[src/design/pia_pkg.sv]
// Package for the two-port parallel interface adapter.
// Holds request and result types, operation codes and control register bits.
// Depends on nothing; used by pia_port and parallel_interface_adapter_unit.
`default_nettype none

package pia_pkg;

    localparam logic [1:0] OP_READ  = 2'd0;
    localparam logic [1:0] OP_WRITE = 2'd1;
    localparam logic [1:0] OP_PINS  = 2'd2;
    localparam logic [1:0] OP_C1    = 2'd3;

    // Control register bit positions.
    localparam int CTL_C1_EN   = 0;
    localparam int CTL_C1_RISE = 1;
    localparam int CTL_OUT_SEL = 2;
    localparam int CTL_C2_EN   = 3;
    localparam int CTL_C2_DIR  = 4;
    localparam int CTL_C2_OUT  = 5;
    localparam int CTL_FLAG2   = 6;
    localparam int CTL_FLAG1   = 7;

    localparam logic [7:0] CTL_WMASK = 8'h3f;

    typedef struct packed {
        logic [1:0] op;
        logic [1:0] address;
        logic [7:0] write_data;
        logic [7:0] pin_value;
        logic       c1_level;
    } t_in_item;

    typedef struct packed {
        logic [7:0] read_data;
        logic       irq_out;
        logic [7:0] port_a_pins;
        logic [7:0] port_b_pins;
        logic       ca2_pin;
        logic       cb2_pin;
    } t_out_item;

    // Request as seen by one port.
    typedef struct packed {
        logic [1:0] op;
        logic       ctl_sel;
        logic [7:0] write_data;
        logic [7:0] pin_value;
        logic       c1_level;
    } t_port_req;

    // Status of one port after the request.
    typedef struct packed {
        logic [7:0] rdata;
        logic [7:0] level;
        logic       irq;
        logic       c2;
    } t_port_stat;

    function automatic logic [7:0] pin_level(input logic [7:0] out_val,
                                             input logic [7:0] ddr,
                                             input logic [7:0] pins);
        pin_level = (out_val & ddr) | (pins & ~ddr);
    endfunction

endpackage

`default_nettype wire

[src/design/pia_port.sv]
// One port of the parallel interface adapter: data, direction, control,
// input pin and C1 registers, with the next-state and status logic.
// Depends on pia_pkg.
`default_nettype none

module pia_port (
    input  wire logic                i_clk,
    input  wire logic                i_rst_n,
    input  wire logic                i_en,
    input  wire pia_pkg::t_port_req  i_req,
    output pia_pkg::t_port_stat      o_stat
);

    logic [7:0] r_out, n_out;
    logic [7:0] r_ddr, n_ddr;
    logic [7:0] r_ctl, n_ctl;
    logic [7:0] r_pins, n_pins;
    logic       r_c1_last, n_c1_last;
    logic [7:0] rdata;

    always_comb begin
        n_out     = r_out;
        n_ddr     = r_ddr;
        n_ctl     = r_ctl;
        n_pins    = r_pins;
        n_c1_last = r_c1_last;
        rdata     = 8'h00;
        if (i_en) begin
            unique case (i_req.op)
                pia_pkg::OP_READ: begin
                    if (i_req.ctl_sel) begin
                        rdata = r_ctl;
                    end else if (!r_ctl[pia_pkg::CTL_OUT_SEL]) begin
                        rdata = r_ddr;
                    end else begin
                        // A data read acknowledges both interrupt flags.
                        n_ctl[pia_pkg::CTL_FLAG1] = 1'b0;
                        n_ctl[pia_pkg::CTL_FLAG2] = 1'b0;
                        rdata = pia_pkg::pin_level(r_out, r_ddr, r_pins);
                    end
                end
                pia_pkg::OP_WRITE: begin
                    if (i_req.ctl_sel) begin
                        n_ctl = (r_ctl & ~pia_pkg::CTL_WMASK) |
                                (i_req.write_data & pia_pkg::CTL_WMASK);
                    end else if (r_ctl[pia_pkg::CTL_OUT_SEL]) begin
                        n_out = i_req.write_data;
                    end else begin
                        n_ddr = i_req.write_data;
                    end
                end
                pia_pkg::OP_PINS: begin
                    n_pins = i_req.pin_value;
                end
                pia_pkg::OP_C1: begin
                    if (i_req.c1_level != r_c1_last) begin
                        n_c1_last = i_req.c1_level;
                        if (i_req.c1_level == r_ctl[pia_pkg::CTL_C1_RISE]) begin
                            n_ctl[pia_pkg::CTL_FLAG1] = 1'b1;
                        end
                    end
                end
                default: begin
                    rdata = 8'h00;
                end
            endcase
        end
    end

    always_ff @(posedge i_clk) begin
        if (!i_rst_n) begin
            r_out     <= 8'h00;
            r_ddr     <= 8'h00;
            r_ctl     <= 8'h00;
            r_pins    <= 8'h00;
            r_c1_last <= 1'b0;
        end else begin
            r_out     <= n_out;
            r_ddr     <= n_ddr;
            r_ctl     <= n_ctl;
            r_pins    <= n_pins;
            r_c1_last <= n_c1_last;
        end
    end

    // Status reflects the register contents after this request.
    always_comb begin
        o_stat.rdata = rdata;
        o_stat.level = pia_pkg::pin_level(n_out, n_ddr, n_pins);
        o_stat.irq   = (n_ctl[pia_pkg::CTL_FLAG1] & n_ctl[pia_pkg::CTL_C1_EN]) |
                       (n_ctl[pia_pkg::CTL_FLAG2] & n_ctl[pia_pkg::CTL_C2_EN] &
                        ~n_ctl[pia_pkg::CTL_C2_OUT]);
        o_stat.c2    = n_ctl[pia_pkg::CTL_C2_OUT] & n_ctl[pia_pkg::CTL_C2_DIR] &
                       n_ctl[pia_pkg::CTL_C2_EN];
    end

    // Flag 2 can be cleared but nothing ever sets it.
    a_flag2_never_set: assert property (@(posedge i_clk) disable iff (!i_rst_n)
        !r_ctl[pia_pkg::CTL_FLAG2] |=> !r_ctl[pia_pkg::CTL_FLAG2])
        else $error("flag 2 was set");

    // A control write leaves both flags alone.
    a_ctl_write_keeps_flags: assert property (@(posedge i_clk) disable iff (!i_rst_n)
        (i_en && i_req.op == pia_pkg::OP_WRITE && i_req.ctl_sel)
        |=> $stable(r_ctl[7:6]))
        else $error("control write changed the flags");

    // The C1 history only moves on a C1 request.
    a_c1_last_only_on_c1: assert property (@(posedge i_clk) disable iff (!i_rst_n)
        !(i_en && i_req.op == pia_pkg::OP_C1) |=> $stable(r_c1_last))
        else $error("C1 history changed without a C1 request");

endmodule

`default_nettype wire

[src/design/parallel_interface_adapter_unit.sv]
// Top level of the two-port parallel interface adapter: input register,
// port dispatch and result register. Depends on pia_pkg and pia_port.
//
// Usage: each request on i_item (accepted when i_valid is high and o_stall
// is low) is a bus read, a bus write, new pin levels or a new C1 level for
// the port chosen by address bit 1. Every request produces exactly one
// result on o_result (taken when o_valid is high and i_stall is low),
// carrying the read byte (zero for non-read requests), the interrupt line,
// both port levels and both C2 outputs as they stand after the request.
// Path: an accepted request is held in the input register, passes through
// the port logic and is captured in the result register.
// Throughput: one request per cycle while the receiver does not stall, set
// by the single pass through the port logic between the two registers.
// When the receiver stalls, the result register holds; the input register
// keeps accepting while it is empty and asserts o_stall once it is full.
// Reset (synchronous, active low) clears all port registers to zero and
// empties both pipeline registers.
`default_nettype none

module parallel_interface_adapter_unit (
    input  wire logic                i_clk,
    input  wire logic                i_rst_n,
    input  wire logic                i_valid,
    output logic                     o_stall,
    input  wire pia_pkg::t_in_item   i_item,
    output logic                     o_valid,
    input  wire logic                i_stall,
    output pia_pkg::t_out_item       o_result
);

    logic                r_in_vld;
    pia_pkg::t_in_item   r_in;
    logic                r_out_vld;
    pia_pkg::t_out_item  r_out, n_out;
    logic                adv;
    pia_pkg::t_port_req  port_req;
    pia_pkg::t_port_stat stat_a, stat_b;

    assign adv     = !r_out_vld || !i_stall;
    assign o_stall = r_in_vld && !adv;

    always_ff @(posedge i_clk) begin
        if (!i_rst_n) begin
            r_in_vld <= 1'b0;
        end else if (!o_stall) begin
            r_in_vld <= i_valid;
        end
    end

    always_ff @(posedge i_clk) begin
        if (!o_stall && i_valid) begin
            r_in <= i_item;
        end
    end

    always_comb begin
        port_req.op         = r_in.op;
        port_req.ctl_sel    = r_in.address[0];
        port_req.write_data = r_in.write_data;
        port_req.pin_value  = r_in.pin_value;
        port_req.c1_level   = r_in.c1_level;
    end

    pia_port u_port_a (
        .i_clk   (i_clk),
        .i_rst_n (i_rst_n),
        .i_en    (r_in_vld && adv && !r_in.address[1]),
        .i_req   (port_req),
        .o_stat  (stat_a)
    );

    pia_port u_port_b (
        .i_clk   (i_clk),
        .i_rst_n (i_rst_n),
        .i_en    (r_in_vld && adv && r_in.address[1]),
        .i_req   (port_req),
        .o_stat  (stat_b)
    );

    always_comb begin
        n_out.read_data   = r_in.address[1] ? stat_b.rdata : stat_a.rdata;
        n_out.irq_out     = stat_a.irq | stat_b.irq;
        n_out.port_a_pins = stat_a.level;
        n_out.port_b_pins = stat_b.level;
        n_out.ca2_pin     = stat_a.c2;
        n_out.cb2_pin     = stat_b.c2;
    end

    always_ff @(posedge i_clk) begin
        if (!i_rst_n) begin
            r_out_vld <= 1'b0;
        end else if (adv) begin
            r_out_vld <= r_in_vld;
        end
    end

    always_ff @(posedge i_clk) begin
        if (adv && r_in_vld) begin
            r_out <= n_out;
        end
    end

    assign o_valid  = r_out_vld;
    assign o_result = r_out;

    // A held result must back-pressure a full input register.
    a_stall_when_blocked: assert property (@(posedge i_clk) disable iff (!i_rst_n)
        (r_out_vld && i_stall && r_in_vld) |-> o_stall)
        else $error("input stage advanced into a held result");

    // Only a bus read returns a nonzero byte.
    a_rdata_zero_non_read: assert property (@(posedge i_clk) disable iff (!i_rst_n)
        (r_in_vld && adv && r_in.op != pia_pkg::OP_READ)
        |=> (o_valid && o_result.read_data == 8'h00))
        else $error("non-read request returned data");

    // A stalled result stays valid and unchanged.
    a_result_held: assert property (@(posedge i_clk) disable iff (!i_rst_n)
        (o_valid && i_stall) |=> (o_valid && $stable(o_result)))
        else $error("stalled result changed");

endmodule

`default_nettype wire
[config.mk]
export PLATFORM = sky130hd
export DESIGN_NAME = parallel_interface_adapter_unit
export DESIGN_NICKNAME = d
export VERILOG_FILES = /design/src/design/pia_pkg.sv /design/src/design/pia_port.sv /design/src/design/parallel_interface_adapter_unit.sv
export SDC_FILE = /design/constraint.sdc
export NUM_CORES = 1
export LEC_CHECK = 0
export BUFFER_PORTS_ARGS = -buffer_cell sky130_fd_sc_hd__buf_2
export CAP_MARGIN = 10
export CORE_ASPECT_RATIO = 1.75
export CORE_MARGIN = 4
export CORE_UTILIZATION = 50
export DETAILED_ROUTE_END_ITERATION = 10
export GPL_ROUTABILITY_DRIVEN = 0
export GPL_TIMING_DRIVEN = 0
export MAX_ROUTING_LAYER = met4
export PLACE_DENSITY = 0.72
export SYNTH_ARGS = -nofsm -noshare
export SYNTH_HDL_FRONTEND = slang
export SYNTH_HIERARCHICAL = 1
export SYNTH_SLANG_ARGS = --single-unit
export TNS_END_PERCENT = 5
[constraint.sdc]
create_clock -name i_clk -period 3.7 [get_ports i_clk]
set_clock_uncertainty 0.2 [all_clocks]
set_input_delay 0.74 -clock i_clk [delete_from_list [all_inputs] [get_ports i_clk]]
set_output_delay 0.74 -clock i_clk [all_outputs]
set_load 0.1 [all_outputs]
==> impl_metrics.json <==
{
  "pin_count": 54,
  "slowest_delay_ps": 490,
  "crit_slowest_cell": "a21boi_4",
  "start_kind": "input pin",
  "io_buffers": 53,
  "worst-setup-path-type": "in2reg",
  "vdd_drop_max_mv": 0.445,
  "max_freq_ghz": 0.311,
  "cts_buffers": 17,
  "clkTransAtPathRegs_ps": 50,
  "post_cts_resized": 0,
  "dp_cells": 735,
  "crit_path_max_fanout": 15,
  "synth_edf_count": 48,
  "die_area_mm2": 0.0126,
  "ys_warn_count": 6,
  "layout-drive-gt1-share_pct": 20.7,
  "synth_area_per_cell_um2": 9.72,
  "syn_inst": 554,
  "gr-total-overflow": 0,
  "rows": 49,
  "antenna_cells": 0,
  "finalMaxSlewViolations": 0,
  "cts_setup_buffers": 0,
  "finish.utilization_pct": 62.2,
  "grt_max_degree": 30,
  "syn_area_mm2": 0.00538,
  "endpoint_kind": "register",
  "path_common_cell": "buf_2",
  "crit_chain": "buf_2 > a21boi_4 > and2b_2 > nand4bb_1 > nor2_1 > buf_2 > a21boi_0 > o221a_2",
  "ys_top_cells_by_area": "edfxtp_1 (27%), dfxtp_1 (25%), mux2i_1 (7.4%)",
  "clk_latency_ps": 410,
  "syn_to_final_growth_pct": 20.4,
  "drtPass1Iterations": 5,
  "final-hold-violation-count": 0,
  "initial_core_util_pct": 51.7,
  "cp.depth": 8,
  "finalWirelength_mm": 15.6,
  "clockBufferDepth": 2,
  "whs_ps": 278,
  "cts_tree": "done",
  "yosys-top-cells-count": "nand2_1 (78), a21oi_1 (69), dfxtp_1 (68), nor2_1 (68), edfxtp_1 (48)",
  "required_ps": 3660,
  "rsz0062_at_grt": "no",
  "power_mw": 3.39,
  "fin_nets": 653,
  "finalSetupTns_ps": 0,
  "power_density_mw_per_mm2": 523,
  "status": "complete, no violations",
  "dr_total_vias": 4719,
  "max_slew_margin_pct": 23.6,
  "worstMarginPinSlew_ps": 1140,
  "reg2reg_depth": 7,
  "grt_pass1_vias": 4718,
  "synth_area_leader_cell": "edfxtp_1",
  "drv_cap": 0,
  "via_per_inst": 6.14,
  "period_needed_ps": 3210,
  "grt_pass1_wl_mm": 23.9,
  "leakagePower_nw": 2.52,
  "final_cells": 768,
  "core_area_mm2": 0.0104,
  "final_antenna_net_count": 0,
  "drc_errors": 0,
  "hold_class": "reg2reg",
  "drt-initial-drc-count": 485,
  "multi_input_area_mm2": 0.00238,
  "crit_buf_inv": 2,
  "hold_path_depth": 2,
  "clock-root-buffer": "clkbuf_16",
  "grt_usage_pct": 25.7,
  "pre_cts_ws_ps": -255,
  "synthDistinctLibCells": 40,
  "finish.instance_area_mm2": 0.00648,
  "async_flop_share_pct": 0,
  "clkSinkCount": 116,
  "finalSetupViolations": 0,
  "seq_area_mm2": 0.00280,
  "wl_per_cell_um": 20.3,
  "postCtsHoldBufs": 0,
  "synth.net_count": 579,
  "crit_arrival_ps": 3180,
  "cts-htree-levels": 4,
  "synth.top_cell.area_share_pct": 26.8,
  "finalCritPeriodShare_pct": 86.9,
  "placed_area_mm2": 0.00583,
  "critPathTopFamily": "simple AND/OR/NAND/NOR gates",
  "antenna_found_initial": 0,
  "ys_seq_elements": 116,
  "dp.final_hpwl_mm": 10.7,
  "ys_seq_area_share_pct": 52.1,
  "yosysMostFrequentCell": "nand2_1",
  "synth_flop_cell": "dfxtp_1",
  "fillerInstances": 878,
  "die_w_um": 86.4,
  "die_y_um": 145,
  "layout_setup_ws_ps": 486
}
## logic make-up after synthesis
kind of cell | count (synthesis) | share of synthesized area (%)
multiplexers | 50 | 10.1
buffers and inverters | 49 | 4.16
flip-flops | 116 | 52.1
AO/OA/AOI/OAI | 133 | 16.2
AND/OR/NAND/NOR | 206 | 17.5
## area by class of cell
class                   instances  area share, %
flip-flops and latches        116           43.2
multi-input cells             390           36.7
clock buffers                  17           6.56
repair buffers                 54           4.32
clock inverters                15           3.26
well taps                     127           2.45
plain buffers                  31           2.41
inverters                      18           1.04
## placed cells by master (no fill, tap or decap), types with 3 or more instances in the layout
master | netlist | final
mux2_4 | 8 | 8
clkbuf_1 | 18 | 18
nand3_1 | 34 | 34
nor2_1 | 68 | 68
o221a_2 | 10 | 10
clkinvlp_4 | 0 | 3
buf_6 | 3 | 3
nand3b_1 | 4 | 4
edfxtp_1 | 48 | 48
bufinv_16 | 0 | 5
clkinv_1 | 2 | 5
a221oi_1 | 4 | 4
dfxtp_1 | 68 | 68
inv_1 | 16 | 16
o21ai_0 | 8 | 8
nand2_1 | 78 | 78
buf_2 | 8 | 61
a21boi_0 | 12 | 12
a311oi_1 | 14 | 14
mux2i_1 | 40 | 40
clkbuf_16 | 0 | 17
nor2b_1 | 4 | 3
a21o_1 | 4 | 4
a21oi_1 | 69 | 69
a31oi_1 | 4 | 4
## per-layer routing
metal  GRT usage [%]  routed length (µm)  vias to the layer above
met3            5.50                1070                       63
met2            42.7                8070                      240
met4            17.0                 952                        0
li1                -                   -                     2151
met5               -                   0                        -
met1            26.5                5500                     2265
## report_power, final
group	internal (mW)	switching, mW
Combinational	0.0516	0.174
Clock	1.19	0.568
Sequential	1.37	0.0404
Total	2.61	0.782
## sequential cells by signal, indices dropped and copies added (netlist names)
signal	count
o_result	27
port_req	20
u_port_a/r_ctl	8
u_port_a/r_ddr	8
u_port_a/r_out	8
u_port_a/r_pins	8
u_port_b/r_ctl	8
u_port_b/r_ddr	8
u_port_b/r_out	8
u_port_b/r_pins	8
o_valid	1
r_in	1
r_in_vld	1
u_port_a/r_c1_last	1
u_port_b/r_c1_last	1
## worst min-delay path, cell delays in order (launching register included)
cell and delay (ps):
dfxtp_1 320, nand2_1 60, a21oi_1 50
## worst paths after layout
| path | end | slack, ps | from |
|---|---|---|---|
| max | o_result[14] | 490 | i_stall |
| min | u_port_a/r_out[2] | 280 | u_port_a/r_out[2] |
| max reg2reg | o_result[14] | 500 | r_in_vld |
| min reg2reg | u_port_a/r_out[2] | 280 | u_port_a/r_out[2] |
No activity file was read; power rests on OpenSTA's default activity.
